===== src/llv_pkg.sv =====
// Package for the log line validator: line state types, character codes
// and the per-beat result struct. No dependencies.
package llv_pkg;

  localparam logic [7:0] CharLf    = 8'd10;
  localparam logic [7:0] CharTab   = 8'd9;
  localparam logic [7:0] CharCr    = 8'd13;
  localparam logic [7:0] CharSep   = 8'd32;
  localparam logic [7:0] CharDash  = 8'h2d;  // '-'
  localparam logic [7:0] CharT     = 8'h54;  // 'T'
  localparam logic [7:0] CharColon = 8'h3a;  // ':'
  localparam logic [7:0] CharPoint = 8'h2e;  // '.'
  localparam logic [7:0] CharPlus  = 8'h2b;  // '+'
  localparam logic [7:0] CharZero  = 8'h30;  // '0'
  localparam logic [7:0] CharNine  = 8'h39;  // '9'

  localparam logic [4:0] StampLen  = 5'd19;

  typedef enum logic [2:0] {
    PH_STAMP = 3'd0,
    PH_GAP1  = 3'd1,
    PH_NAME  = 3'd2,
    PH_GAP2  = 3'd3,
    PH_NUM   = 3'd4,
    PH_TAIL  = 3'd5,
    PH_FAIL  = 3'd6
  } phase_e;

  typedef enum logic [1:0] {
    NUM_START = 2'd0,
    NUM_SIGN  = 2'd1,
    NUM_INT   = 2'd2,
    NUM_FRAC  = 2'd3
  } num_e;

  typedef struct packed {
    phase_e     phase;
    logic [4:0] stamp_pos;
    num_e       num;
  } llv_state_t;

  localparam llv_state_t StateReset = '{phase: PH_STAMP, stamp_pos: 5'd0, num: NUM_START};

  typedef struct packed {
    logic       valid;
    logic [7:0] out_byte;
    logic       is_verdict;
    logic       line_ok;
  } llv_result_t;

endpackage


===== src/llv_parse.sv =====
// Per-character line checker: next line state and the result beat for one byte.
// Depends on llv_pkg.
module llv_parse (
  input  logic [7:0]          in_byte_i,
  input  llv_pkg::llv_state_t state_i,
  output llv_pkg::llv_state_t state_o,
  output llv_pkg::llv_result_t result_o
);

  function automatic logic is_digit(logic [7:0] c);
    return (c >= llv_pkg::CharZero) && (c <= llv_pkg::CharNine);
  endfunction

  function automatic logic stamp_ok(logic [4:0] pos, logic [7:0] c);
    logic ok;
    if (pos >= llv_pkg::StampLen) begin
      ok = 1'b0;
    end else if (pos == 5'd4 || pos == 5'd7) begin
      ok = (c == llv_pkg::CharDash);
    end else if (pos == 5'd10) begin
      ok = (c == llv_pkg::CharT);
    end else if (pos == 5'd13 || pos == 5'd16) begin
      ok = (c == llv_pkg::CharColon);
    end else begin
      ok = is_digit(c);
    end
    return ok;
  endfunction

  logic blank;
  logic num_ok;
  llv_pkg::num_e num_next;

  assign blank = in_byte_i inside {llv_pkg::CharSep, llv_pkg::CharTab, llv_pkg::CharCr};

  always_comb begin
    num_next = state_i.num;
    num_ok   = 1'b0;
    case (state_i.num)
      llv_pkg::NUM_START: begin
        if (in_byte_i == llv_pkg::CharDash || in_byte_i == llv_pkg::CharPlus) begin
          num_next = llv_pkg::NUM_SIGN;
          num_ok   = 1'b1;
        end else if (is_digit(in_byte_i)) begin
          num_next = llv_pkg::NUM_INT;
          num_ok   = 1'b1;
        end
      end
      llv_pkg::NUM_SIGN: begin
        if (is_digit(in_byte_i)) begin
          num_next = llv_pkg::NUM_INT;
          num_ok   = 1'b1;
        end
      end
      llv_pkg::NUM_INT: begin
        if (in_byte_i == llv_pkg::CharPoint) begin
          num_next = llv_pkg::NUM_FRAC;
          num_ok   = 1'b1;
        end else begin
          num_ok = is_digit(in_byte_i);
        end
      end
      default: begin
        num_ok = is_digit(in_byte_i);
      end
    endcase
  end

  always_comb begin
    state_o             = state_i;
    result_o.valid      = 1'b1;
    result_o.out_byte   = in_byte_i;
    result_o.is_verdict = 1'b0;
    result_o.line_ok    = 1'b0;

    if (in_byte_i == llv_pkg::CharLf) begin
      result_o.out_byte   = 8'd0;
      result_o.is_verdict = 1'b1;
      result_o.line_ok    = (state_i.phase == llv_pkg::PH_NUM) ||
                            (state_i.phase == llv_pkg::PH_TAIL);
      state_o             = llv_pkg::StateReset;
    end else begin
      case (state_i.phase)
        llv_pkg::PH_STAMP: begin
          if (blank) begin
            state_o.phase     = llv_pkg::PH_GAP1;
            result_o.out_byte = llv_pkg::CharSep;
          end else if (stamp_ok(state_i.stamp_pos, in_byte_i)) begin
            state_o.stamp_pos = state_i.stamp_pos + 5'd1;
          end else begin
            state_o.phase  = llv_pkg::PH_FAIL;
            result_o.valid = 1'b0;
          end
        end
        llv_pkg::PH_GAP1: begin
          if (blank) begin
            result_o.valid = 1'b0;
          end else begin
            state_o.phase = llv_pkg::PH_NAME;
          end
        end
        llv_pkg::PH_NAME: begin
          if (blank) begin
            state_o.phase     = llv_pkg::PH_GAP2;
            result_o.out_byte = llv_pkg::CharSep;
          end
        end
        llv_pkg::PH_GAP2, llv_pkg::PH_NUM: begin
          if (blank) begin
            // drop blanks; in PH_NUM one ends the number and the line's rest
            if (state_i.phase == llv_pkg::PH_NUM) begin
              state_o.phase = llv_pkg::PH_TAIL;
            end
            result_o.valid = 1'b0;
          end else if (num_ok) begin
            state_o.phase = llv_pkg::PH_NUM;
            state_o.num   = num_next;
          end else begin
            state_o.phase  = llv_pkg::PH_FAIL;
            result_o.valid = 1'b0;
          end
        end
        default: begin
          result_o.valid = 1'b0;
        end
      endcase
    end
  end

endmodule


===== src/log_line_validator.sv =====
// Top level of the log line validator: input register, line state register
// and result register around llv_parse. Depends on llv_pkg and llv_parse.
//
//   channel  dir  tdata                tlast        tuser
//   s_axis   in   [7:0] in_byte        -            -
//   m_axis   out  [7:0] out_byte       is_verdict   [0] line_ok
//
// Each byte passes through the input register, then through the checker into
// the result register. Throughput is one byte per cycle while m_axis_tready_i
// does not hold the result register; the line state loop is a single register.
// Reset puts the line state at the start of a timestamp and empties both
// registers. When the result register is held by m_axis_tready_i low, the
// input register still takes one more beat before s_axis_tready_o drops.
module log_line_validator (
  input  logic       clk_i,
  input  logic       rst_ni,
  input  logic       s_axis_tvalid_i,
  output logic       s_axis_tready_o,
  input  logic [7:0] s_axis_tdata_i,   // [7:0] in_byte
  output logic       m_axis_tvalid_o,
  input  logic       m_axis_tready_i,
  output logic [7:0] m_axis_tdata_o,   // [7:0] out_byte
  output logic       m_axis_tlast_o,   // is_verdict
  output logic       m_axis_tuser_o    // [0] line_ok
);

  logic                 in_valid_q;
  logic [7:0]           in_byte_q;
  llv_pkg::llv_state_t  state_q, state_d;
  llv_pkg::llv_result_t result;
  logic                 out_valid_q;
  logic [7:0]           out_byte_q;
  logic                 out_last_q;
  logic                 out_ok_q;
  logic                 advance;

  llv_parse u_parse (
    .in_byte_i (in_byte_q),
    .state_i   (state_q),
    .state_o   (state_d),
    .result_o  (result)
  );

  assign advance         = !out_valid_q || m_axis_tready_i;
  assign s_axis_tready_o = !in_valid_q || advance;

  always_ff @(posedge clk_i or negedge rst_ni) begin
    if (!rst_ni) begin
      in_valid_q <= 1'b0;
    end else if (s_axis_tvalid_i && s_axis_tready_o) begin
      in_valid_q <= 1'b1;
    end else if (advance) begin
      in_valid_q <= 1'b0;
    end
  end

  always_ff @(posedge clk_i) begin
    if (s_axis_tvalid_i && s_axis_tready_o) begin
      in_byte_q <= s_axis_tdata_i;
    end
  end

  // advance the line state only when the buffered beat moves on
  always_ff @(posedge clk_i or negedge rst_ni) begin
    if (!rst_ni) begin
      state_q     <= llv_pkg::StateReset;
      out_valid_q <= 1'b0;
    end else if (advance) begin
      out_valid_q <= in_valid_q && result.valid;
      if (in_valid_q) begin
        state_q <= state_d;
      end
    end
  end

  always_ff @(posedge clk_i) begin
    if (advance && in_valid_q) begin
      out_byte_q <= result.out_byte;
      out_last_q <= result.is_verdict;
      out_ok_q   <= result.line_ok;
    end
  end

  assign m_axis_tvalid_o = out_valid_q;
  assign m_axis_tdata_o  = out_byte_q;
  assign m_axis_tlast_o  = out_last_q;
  assign m_axis_tuser_o  = out_ok_q;

endmodule

===== config.mk =====
export PLATFORM = sky130hd
export DESIGN_NAME = log_line_validator
export DESIGN_NICKNAME = d
export VERILOG_FILES = /design/src/llv_pkg.sv /design/src/llv_parse.sv /design/src/log_line_validator.sv
export SDC_FILE = /design/constraint.sdc
export NUM_CORES = 1
export LEC_CHECK = 0
export ABC_AREA = 1
export BUFFER_PORTS_ARGS = -buffer_cell sky130_fd_sc_hd__buf_2
export CELL_PAD_IN_SITES_DETAIL_PLACEMENT = 0
export CELL_PAD_IN_SITES_GLOBAL_PLACEMENT = 1
export CORE_MARGIN = 1.5
export CORE_UTILIZATION = 42
export DETAILED_ROUTE_END_ITERATION = 8
export PLACE_DENSITY_LB_ADDON = 0.1
export SYNTH_ARGS = -nofsm -noshare
export SYNTH_HDL_FRONTEND = slang
export SYNTH_SLANG_ARGS = --single-unit

===== constraint.sdc =====
create_clock -name clk_i -period 2.2 [get_ports clk_i]
set_input_delay 0.22 -clock clk_i [delete_from_list [all_inputs] [get_ports clk_i]]
set_output_delay 0.22 -clock clk_i [all_outputs]
set_load 0.02 [all_outputs]

==> impl_metrics.tcl <==
set metrics [dict create \
    arrival_ns 1.99 \
    fin_crit_sh_pct 82.60 \
    clockBufferDepth 2 \
    critPathMaxStageDelay_ns 0.39 \
    holdBufCountCts 1 \
    synthXorXnorAreaFrac_pct 0 \
    num_rows 23 \
    intPower_mw 1.198 \
    ys_ff_latch 30 \
    vias_per_cell 4.847 \
    cts_tree "built" \
    synth.area.mux_share_pct 0 \
    cp_cell_sequence "inv_1 -> ha_1 -> o21ai_0 -> nor2_1 -> nor3_4 -> nand3_2 -> nand2_4 -> nand3_1 -> nand2_1 -> nor2_1" \
    synth_compound_area_share_pct 8.287 \
    clkPwrFrac_pct 21.4 \
    ios 24 \
    cp.required_ns 2.37 \
    cts_root_buffer "clkbuf_8" \
    slowest_stage "dfrtp_1" \
    antenna_found_initial 0 \
    die_h_um 68.68 \
    grt_pass1_wl_um 6030 \
    areaGrowthSynthToFinish_pct 13.88 \
    p_comb_share_pct 36.9 \
    clock_sinks 30 \
    placed_cells 291 \
    maxCapViolations 0 \
    num_vias 1454 \
    setup-tns-final_ns 0 \
    drc_errors 0 \
    power_leakage_nw 0.9945 \
    antennaDiodeCount 0 \
    drt_iter0_markers 93 \
    whs_path_depth 1 \
    gp_congestion 0.8108 \
    port-buffer-count 23 \
    grt.overflow.total 0 \
    fin_skew_ns 0.002226 \
    synth_cell_types 29 \
    cp-end-kind "flop" \
    status "finished clean" \
    peakVddDrop_mv 0.4120 \
    stdcell_count 300 \
    synth_fa_ha_area_share_pct 4.834 \
    yosysWarnings 0 \
    fin_util_pct 50.49 \
    swShare_pct 39.60 \
    core_area_um2 4086 \
    relSlewSlack_pct 78.18 \
    wl_per_cell_um 11.88 \
    drtPass1Iterations 5 \
    avgSynthCellArea_um2 8.198 \
    die_area_um2 4717 \
    cts_setup_buffers 0 \
    cp_common_cell "nor2_1" \
    power_density_nw_per_um2 961.4 \
    hold_violations 0 \
    ff2ff_path_depth 10 \
    rsz0062_at_grt "no" \
    worst_hold_path_type "input pin to flop" \
    die_x_um 68.68 \
    synth_simple_gate_area_share_pct 31.22 \
    totalWireLength_um 3564 \
    yosysSeqAreaShare_pct 46.41 \
    fill_cells 388 \
    clkTransAtPathRegs_ns 0.06 \
    cp_max_fo 7 \
    tightest_slew_ns 0.3249 \
    startpoint_type "flop" \
    grt_util_all_layers_pct 18.21 \
    first_global_vias 1365 \
    drtAntennaViolNets 0 \
    htreeDepth 2 \
    path_class "flop to flop" \
    initial_utilization_pct 44.34 \
    synth_top_family_by_area "simple AND/OR/NAND/NOR gates" \
    syn_nets 240 \
    dp_hpwl_um 2793 \
    seq_power_share_pct 41.7 \
    power_switching_mw 0.7854 \
    drive_gt1_share_pct 21.60 \
    setup_viol 0 \
    syn_area_um2 1812 \
    synth_cells 221 \
    fin_nets 268 \
    clkLatencyLatePin_ns 0.28 \
    grt_max_degree 13 \
    cts_resized 0 \
    min_period_ns 1.817 \
    max_freq_ghz 0.5503 \
    cts_buffers 5 \
    slew_viol_final 0 \
]
==> critical path, delay by kind of cell, from the launching register on <==
| family | cells | cell delay [ns] |
|---|---|---|
| and+or+nand+nor | 7 | 0.72 |
| DFF | 1 | 0.39 |
| AOI/OAI and AO/OA | 1 | 0.27 |
| adders and majority gates | 1 | 0.22 |
| buffers and inverters | 1 | 0.11 |
==> sequential cells by signal (all words and copies together), names as in the netlist <==
| name | cells |
|---|---|
| m_axis_tdata_o | 8 |
| m_axis_tuser_o | 1 |
| m_axis_tlast_o | 1 |
| in_valid_q | 1 |
| state_q | 10 |
| in_byte_q | 8 |
| m_axis_tvalid_o | 1 |
==> layout by cell type (no fill, tap or decap) <==
cell type       n
nand2_1        58
inv_1          32
buf_2          23
nor2_1         21
edfxtp_1       18
nand3_1        12
dfrtp_1        12
nor3_1          8
o21ai_0         8
ha_1            7
nand2_2         6
o21ai_1         6
a21oi_1         6
nand3_2         5
clkbuf_8        5
inv_2           3
nor2_2          2
nand4_1         2
a22oi_1         2
buf_4           2
nor2_4          1
o21ai_4         1
nor3_4          1
nand2_4         1
o22ai_1         1
a31oi_2         1
or2_1           1
nand3b_2        1
clkinv_1        1
clkinv_2        1
clkinvlp_4      1
dlygate4sd3_1   1
==> metal layers <==
| layer | track usage [%] | share of wire, % |
|---|---|---|
| met5 | 0 | 0 |
| met4 | 9.000 | 2.0 |
| met3 | 4.870 | 5.3 |
| met2 | 28.00 | 46 |
| met1 | 23.54 | 47 |
==> worst paths after layout <==
kind	endpoint	slack, ns	start
setup / recovery	state_q[5]	0.38	state_q[2]
hold / removal	in_byte_q[2]	0.11	s_axis_tdata_i[2]
setup reg to reg	state_q[5]	0.38	state_q[2]
hold reg to reg	m_axis_tdata_o[4]	0.50	in_byte_q[4]
max in group asynchronous	state_q[0]	1.64	rst_ni
min in group asynchronous	state_q[9]	0.34	rst_ni
==> logic make-up after synthesis <==
group | count (synthesis)
AND/OR/NAND/NOR | 119
buffers and inverters | 40
flip-flops | 30
AO/OA/AOI/OAI | 25
adder cells (fa/ha/maj) | 7
==> cell type report <==
type                       count  area [um2]  share of cell area [%]
sequential                    30       840.8                   40.75
clock inverter                 3       16.27                  0.7884
clock buffer                   5       68.82                   3.335
multi-input combinational    151       803.3                   38.93
inverter                      35       131.4                   6.367
timing repair buffer          26       140.1                   6.792
tap                           50       62.56                   3.032
==> power by group through the flow <==
stage                     clock (mW)  sequential, mW  combinational (mW)
after CTS                      0.443           0.826               0.737
final                          0.425           0.826               0.732
after floorplan                    0           0.864               0.518
after detailed placement           0           0.836               0.730
after global routing           0.466           0.844               0.848
after global placement             0           0.836               0.753
==> synth_stat cells <==
master / n / share of area, %
a21oi_1: 6 / 1.7
a22oi_1: 2 / 0.83
a31oi_2: 1 / 0.69
buf_4: 1 / 0.41
buf_6: 1 / 0.62
clkbuf_1: 2 / 0.41
dfrtp_1: 12 / 17
dlygate4sd3_1: 1 / 0.55
edfxtp_1: 18 / 30
ha_1: 7 / 4.8
inv_1: 32 / 6.6
inv_2: 3 / 0.62
nand2_1: 58 / 12
nand2_2: 6 / 2.1
nand2_4: 1 / 0.62
nand3_1: 12 / 3.3
nand3_2: 5 / 2.8
nand3b_2: 1 / 0.62
nand4_1: 2 / 0.69
nor2_1: 21 / 4.4
nor2_2: 2 / 0.69
nor2_4: 1 / 0.62
nor3_1: 8 / 2.2
nor3_4: 1 / 0.90
o21ai_0: 8 / 2.2
o21ai_1: 6 / 1.7
o21ai_4: 1 / 0.90
o22ai_1: 1 / 0.35
or2_1: 1 / 0.35
==> stage by stage <==
step / power, mW / hold slack (ns) / setup slack, ns / cell area, um2
final: 1.984 / 0.1111 / 0.3828 / 2063
after CTS: 2.006 / 0.09796 / 0.3368 / 2063
after floorplan: 1.382 / -0.07559 / 0.6068 / 1812
after global placement: 1.589 / 0.1222 / 0.3598 / 1968
after detailed placement: 1.567 / 0.1324 / 0.3472 / 1968
after global routing: 2.157 / 0.09132 / 0.1187 / 2063
No activity file was read; power rests on OpenSTA's default activity.
